## src/hdl/sukx_ram.sv

```systemverilog
`timescale 1ns / 1ps
module sukx_ram #(
    parameter int WIDTH = 8,
    parameter int DEPTH = 16
) (
    input  logic                     i_clk,
    input  logic                     i_we,
    input  logic [$clog2(DEPTH)-1:0] i_waddr,
    input  logic [WIDTH-1:0]         i_wdata,
    input  logic [$clog2(DEPTH)-1:0] i_raddr,
    output logic [WIDTH-1:0]         o_rdata
);

    logic [WIDTH-1:0] r_mem [DEPTH];
    logic [WIDTH-1:0] r_rdata;

    always_ff @(posedge i_clk) begin
        if (i_we) begin
            r_mem[i_waddr] <= i_wdata;
        end
        r_rdata <= r_mem[i_raddr];
    end

    assign o_rdata = r_rdata;

endmodule

```

## config.mk

```make
export PLATFORM = sky130hd
export DESIGN_NAME = sukx_ram
export DESIGN_NICKNAME = d
export VERILOG_FILES = /design/src/hdl/sukx_ram.sv
export SDC_FILE = /design/constraint.sdc
export NUM_CORES = 1
export LEC_CHECK = 0
export ABC_AREA = 1
export BUFFER_PORTS_ARGS = -buffer_cell sky130_fd_sc_hd__buf_2
export CAP_MARGIN = 10
export CORE_UTILIZATION = 34
export CTS_BUF_LIST = sky130_fd_sc_hd__clkbuf_16
export DETAILED_ROUTE_END_ITERATION = 8
export GPL_TIMING_DRIVEN = 0
export PLACE_DENSITY = 0.47
export SLEW_MARGIN = 20
export SYNTH_ARGS = -nofsm -noshare
export SYNTH_HDL_FRONTEND = slang
export SYNTH_SLANG_ARGS = --single-unit
```

## constraint.sdc

```tcl
create_clock -name i_clk -period 2.77 [get_ports i_clk]
set_input_delay 0.277 -clock i_clk [delete_from_list [all_inputs] [get_ports i_clk]]
set_output_delay 0.277 -clock i_clk [all_outputs]
set_load 0.02 [all_outputs]
```

==> metrics.yaml, run 1 <==
global_route:
  antenna_found_initial: 0
  grt_max_degree: 17
  globalRoute.totalOverflow: 0
  grt_pass1_vias: 3599
  grt_pass1_wl_um: 22800
  gr-usage-all-layers_pct: 18.5
sta:
  tightestPinTransition_ns: 0.974
  fin_hold_ws_ns: 0.278
  relSlewSlack_pct: 34.8
  finalCriticalPeriod_ns: 1.40
  hold_viol: 0
  fmax_mhz: 713
  setup_viol: 0
  fin_worst_skew_ns: 0.00774
  tns_ns: 0
  fin_crit_sh_pct: 50.7
  rsz0062_at_grt: "no"
  slew_violations: 0
power:
  power_density_nw_per_um2: 748
  swShare_pct: 21.7
  p_switching_mw: 1.10
  p_leak_nw: 2.92
  seq_power_share_pct: 45.6
  p_comb_share_pct: 6.3
  clkPwrFrac_pct: 48.1
  internal_power_mw: 3.97
  peakVddDrop_mv: 0.426
synthesis:
  ys_ff_latch: 136
  synthCells: 551
  avgSynthCellArea_um2: 10.5
  syn_nets: 569
  ys_warn_count: 0
  yosysTopAreaCell: "edfxtp_1"
  syn-cell-area_um2: 5770
  synthDistinctLibCells: 12
  synth_area_leaders: "edfxtp_1, nand2_1, nand3_1, inv_1, dfxtp_1"
  yosysSeqAreaShare_pct: 69.4
  yosys.area.top_type_share_pct: 66.7
finish:
  post-route-util_pct: 40.9
  multi_input_area_um2: 1210
  antenna_cells: 0
  drive_gt1_share_pct: 12.4
  fillers: 1638
  area_growth_pct: 17.7
  ff_latch_area_um2: 4000
  nets: 610
routing:
  drc_errors: 0
  vias: 3754
  via_per_inst: 4.55
  ant_nets: 0
  wl_per_cell_um: 18.2
  drt_iter0_drc: 264
  finalWirelength_um: 15100
  drtPass1Iterations: 5
worst_setup_path:
  critical_path_required_ns: 2.81
  start_kind: "input pin"
  worst-path-max-fanout: 8
  ff2ff_path_depth: 6
  r2r-end: "o_rdata[0]"
  crit_path_end_kind: "flip-flop"
  r2r_start: "r_mem[7][0]"
  reg2reg_slack_ns: 1.68
  arrival_ns: 1.44
  worstSetupPathType: "in2reg"
die:
  core_area_um2: 16600
  fp.dieW_um: 132
  die-area_um2: 17500
  ios: 26
  num_rows: 47
  dieHeight_um: 132
  start_util_pct: 34.8
cts:
  cts_buffer_depth: 2
  cts-root-buf: "clkbuf_16"
  post_cts_buffers: 0
  cts_tree: "yes"
  clkLatencyLatePin_ns: 0.42
  h-tree-depth: 4
  cts_buffers: 17
  cts_sinks: 136
  cts_resized: 0
  cts_hold_buf: 0
  clkSlewWorstSetupHoldPaths_ns: 0.06
min_path:
  hold_path_end: "o_rdata[1]"
  min_path_cells: 4
  min-delay-start: "i_raddr[2]"
  worstHoldPathType: "in2reg"
run:
  drv_cap: 0
placed_design:
  place.gp.congestion: 0.832
  numPortBuffers: 22
  dp_hpwl_um: 9920
outcome:
  status: "completed"
area by class of cell:
type	instances	share of cell area, %
clock buffers	17	6.27
flip-flops and latches	136	59.0
clock inverters	15	3.10
well taps	220	4.06
plain buffers	24	2.45
inverters	102	5.64
repair buffers	22	1.62
multi-input cells	289	17.9
how the worst max path moves through the flow:
stage / startpoint / end / slack (ns) / depth (start not counted)
2_1_floorplan: i_waddr[2] / r_mem[10][0] / 1.54 / 2
3_3_place_gp: i_waddr[1] / r_mem[13][6] / 0.99 / 4
3_5_place_dp: i_waddr[3] / r_mem[4][3] / 0.87 / 3
4_1_cts: i_waddr[3] / r_mem[4][3] / 1.32 / 3
5_1_grt: i_waddr[3] / r_mem[4][3] / 1.30 / 3
6_report: i_waddr[3] / r_mem[4][3] / 1.37 / 3
layer usage:
layer / vias to the layer above / routed length, um / GRT usage (%)
li1: 1853 / - / -
met1: 1772 / 7230 / 26.5
met2: 113 / 6690 / 27.1
met3: 16 / 857 / 4.27
met4: 0 / 278 / 7.15
met5: - / 0 / 0
kinds of logic after synthesis:
family	Yosys count	synth area share, %
buffers and inverters	126	9.52
flip-flops	136	69.4
AND/OR/NAND/NOR	289	21.0
sequential cells by signal (all words and copies together) (netlist names):
signal,count
o_rdata,8
r_mem,128
power by group through the flow:
stage | clock (mW) | combinational [mW] | sequential, mW
after detailed placement | 0 | 0.322 | 2.36
after floorplan | 0 | 0.162 | 2.37
after global routing | 2.55 | 0.351 | 2.32
after global placement | 0 | 0.320 | 2.35
after CTS | 2.47 | 0.324 | 2.31
final | 2.44 | 0.320 | 2.31
synth_stat cells (all sizes together):
| library cell | number |
|---|---|
| nand2 | 173 |
| edfxtp | 128 |
| inv | 102 |
| nand3 | 97 |
| buf | 24 |
| nor2 | 17 |
| dfxtp | 8 |
| nand3b | 2 |
critical path: stages:
cell and delay [ns]:
buf_2 0.12, nand3b_1 0.26, nor2_1 0.79
stage by stage:
step                instances  worst slack (ns)  instance area [um^2]  total power [mW]
floorplan                 551              1.54                  5770              2.53
global placement          793             0.993                  6150              2.67
detailed placement        793             0.872                  6150              2.68
CTS                       825              1.32                  6790              5.11
global route              825              1.30                  6790              5.22
finish                    825              1.37                  6790              5.07
layout by cell type (no fill, tap or decap):
cell        netlist  layout
buf_4             4       4
nand3b_1          2       2
clkinv_4          0       2
nand3_1          97      97
bufinv_16         0       5
buf_6             6       6
clkbuf_16         0      17
nand2_1         173     173
clkinv_1          0       2
clkinv_2          0       1
nor2_1           17      17
clkinvlp_4        0       3
inv_1           100     102
dfxtp_1           8       8
edfxtp_1        128     128
buf_1             1       1
inv_2             2       2
buf_2            13      35
(Power assumes the default switching activity.)
==> run 2: changes to the inputs <==
ABC_AREA = 0   (was 1)
PLACE_DENSITY = 0.49   (was 0.47)
clock period = 1.15 ns   (was 2.77 ns; I/O delays follow)
==> run 2 against run 1 <==
The run now ends with design-rule violations, negative setup slack left; power is 120% higher; global-route usage is 3.8 points lower; worst setup slack worse by 1.5 ns; die area is 11% lower; critical endpoint is now o_rdata[6]; largest power group is now sequential cells.
==> metrics.yaml, run 2 <==
synthesis:
  yosys-top-cells-count: "edfxtp_1, mux4_2, a22oi_1"
  synthCells: 229
  synth_area_leaders: "edfxtp_1, mux4_2, mux4_1, dfxtp_1, a22oi_1"
  ys_ff_latch: 136
  ys_warn_count: 0
  yosysTopAreaCell: "edfxtp_1"
  synthArstFlopShare_pct: 0
  yosysSeqAreaShare_pct: 77.8
  synth_ff_type: "edfxtp_1"
  yosysMostFrequentCell: "edfxtp_1"
  yosys.area.top_type_share_pct: 74.7
  syn_nets: 247
  synthDistinctLibCells: 19
  avgSynthCellArea_um2: 22.5
  synth_edf_count: 128
  syn-cell-area_um2: 5150
finish:
  largest_register_ffs: 128
  antenna_cells: 0
  area_growth_pct: 18.9
  final_common_cell: "edfxtp_1"
  final_cell_mix: "edfxtp_1, mux4_2, buf_2"
  largest-register: "r_mem"
  instances_no_fill: 469
  post-route-util_pct: 41.8
  design_area_um2: 6120
  drive_gt1_share_pct: 40.7
  nets: 290
routing:
  wl_per_cell_um: 22.3
  finalWirelength_um: 10500
  dr_wl_met3_um: 387
  routed.top_layer: "met4"
  ant_nets: 0
  drt_iter0_drc: 174
  drc_errors: 2
  via_per_inst: 5.01
  met2_length_um: 5080
  drtPass1Iterations: 6
  vias: 2348
  wl_met1_um: 4840
global_route:
  globalRoute.totalOverflow: 0
  grt_pass1_wl_um: 15700
  gr-usage-all-layers_pct: 14.7
  antenna_found_initial: 0
  grt_pass1_vias: 2491
  grt_max_degree: 17
placed_design:
  post-place-ws_ns: -0.451
  dp_hpwl_um: 6670
  numPortBuffers: 24
  dp_cells: 437
  place_area_um2: 5530
  place.gp.congestion: 0.671
cts:
  cts_buffers: 17
  cts_buffer_depth: 2
  clkSlewWorstSetupHoldPaths_ns: 0.06
  post_cts_buffers: 0
  h-tree-depth: 4
  cts_tree: "yes"
  clkLatencyLatePin_ns: 0.41
  cts_hold_buf: 0
  cts-root-buf: "clkbuf_16"
  cts_sinks: 136
die:
  fp.dieW_um: 125
  dieHeight_um: 125
  core_area_um2: 14600
  start_util_pct: 35.2
  ios: 26
  num_rows: 44
  die-area_um2: 15600
sta:
  fin_worst_skew_ns: 0.00645
  setup_ws_ns: -0.152
  hold_viol: 0
  fmax_mhz: 768
  rsz0062_at_grt: "yes"
  slew_violations: 0
  tightestPinTransition_ns: 0.774
  fin_crit_sh_pct: 113
  setup_viol: 8
  relSlewSlack_pct: 48.2
  finalCriticalPeriod_ns: 1.30
  fin_hold_ws_ns: 0.111
  tns_ns: -0.968
power:
  p_leak_nw: 1.98
  power_density_nw_per_um2: 1800
  peakVddDrop_mv: 0.978
  power_mw: 11.0
worst_setup_path:
  ff2ff_path_depth: 3
  crit_path_end_kind: "flip-flop"
  critical_path_required_ns: 1.44
  arrival_ns: 1.59
  r2r_start: "r_mem[12][6]"
  worst-path-max-fanout: 1
  start_kind: "flip-flop"
  r2r-end: "o_rdata[6]"
  reg2reg_slack_ns: -0.15
  worstSetupPathType: "reg2reg"
outcome:
  status: "finished, violations left"
  failed_checks: "design-rule violations, negative setup slack"
min_path:
  min-delay-start: "i_wdata[4]"
  hold_path_end: "r_mem[14][4]"
  min_path_cells: 1
  worstHoldPathType: "in2reg"
run:
  drv_cap: 0
run 2: repair_timing:
| item | in CTS | in global routing |
|---|---|---|
| pin swaps | 2 | 5 |
| endpoints found under the setup margin | 30 | 64 |
| resized for setup | 12 | 10 |
| hold endpoints to repair | 0 | 0 |
run 2: how the worst max path moves through the flow:
stage / from / end / depth (start not counted)
5_1_grt: r_mem[15][6] / o_rdata[6] / 3
3_5_place_dp: i_waddr[2] / r_mem[11][2] / 3
6_report: r_mem[12][6] / o_rdata[6] / 3
3_3_place_gp: i_waddr[1] / r_mem[9][2] / 3
4_1_cts: r_mem[12][6] / o_rdata[6] / 3
2_1_floorplan: i_waddr[2] / r_mem[0][0] / 2
run 2: power breakdown:
part	switching (mW)	internal [mW]
logic	0.385	0.252
registers	0.0247	5.54
clock network	1.90	2.88
run 2: worst max-delay path, stage by stage (launching register included):
cell and delay, ns:
edfxtp_1 0.36, mux4_2 0.51, a22oi_2 0.20, nand2_1 0.10
run 2: cells by family after synthesis:
logic type,share of synthesized area [%]
buffers and inverters,1.68
multiplexers,15.0
AO/OA/AOI/OAI,2.33
flip-flops,77.8
AND/OR/NAND/NOR,3.18
run 2: layout make-up:
cell class              count  area, um^2
fillers                  1287        8520
flip-flops and latches    136        4000
multi-input cells          83        1130
clock buffers              17         425
well taps                 184         230
repair buffers             24         120
plain buffers              10         120
clock inverters            15        95.1
run 2: metal layers:
metal | global-route usage, % | up-vias
met5 | 0 | -
met4 | 6.89 | 0
met3 | 3.59 | 14
met2 | 23.1 | 50
met1 | 19.4 | 1237
li1 | - | 1047
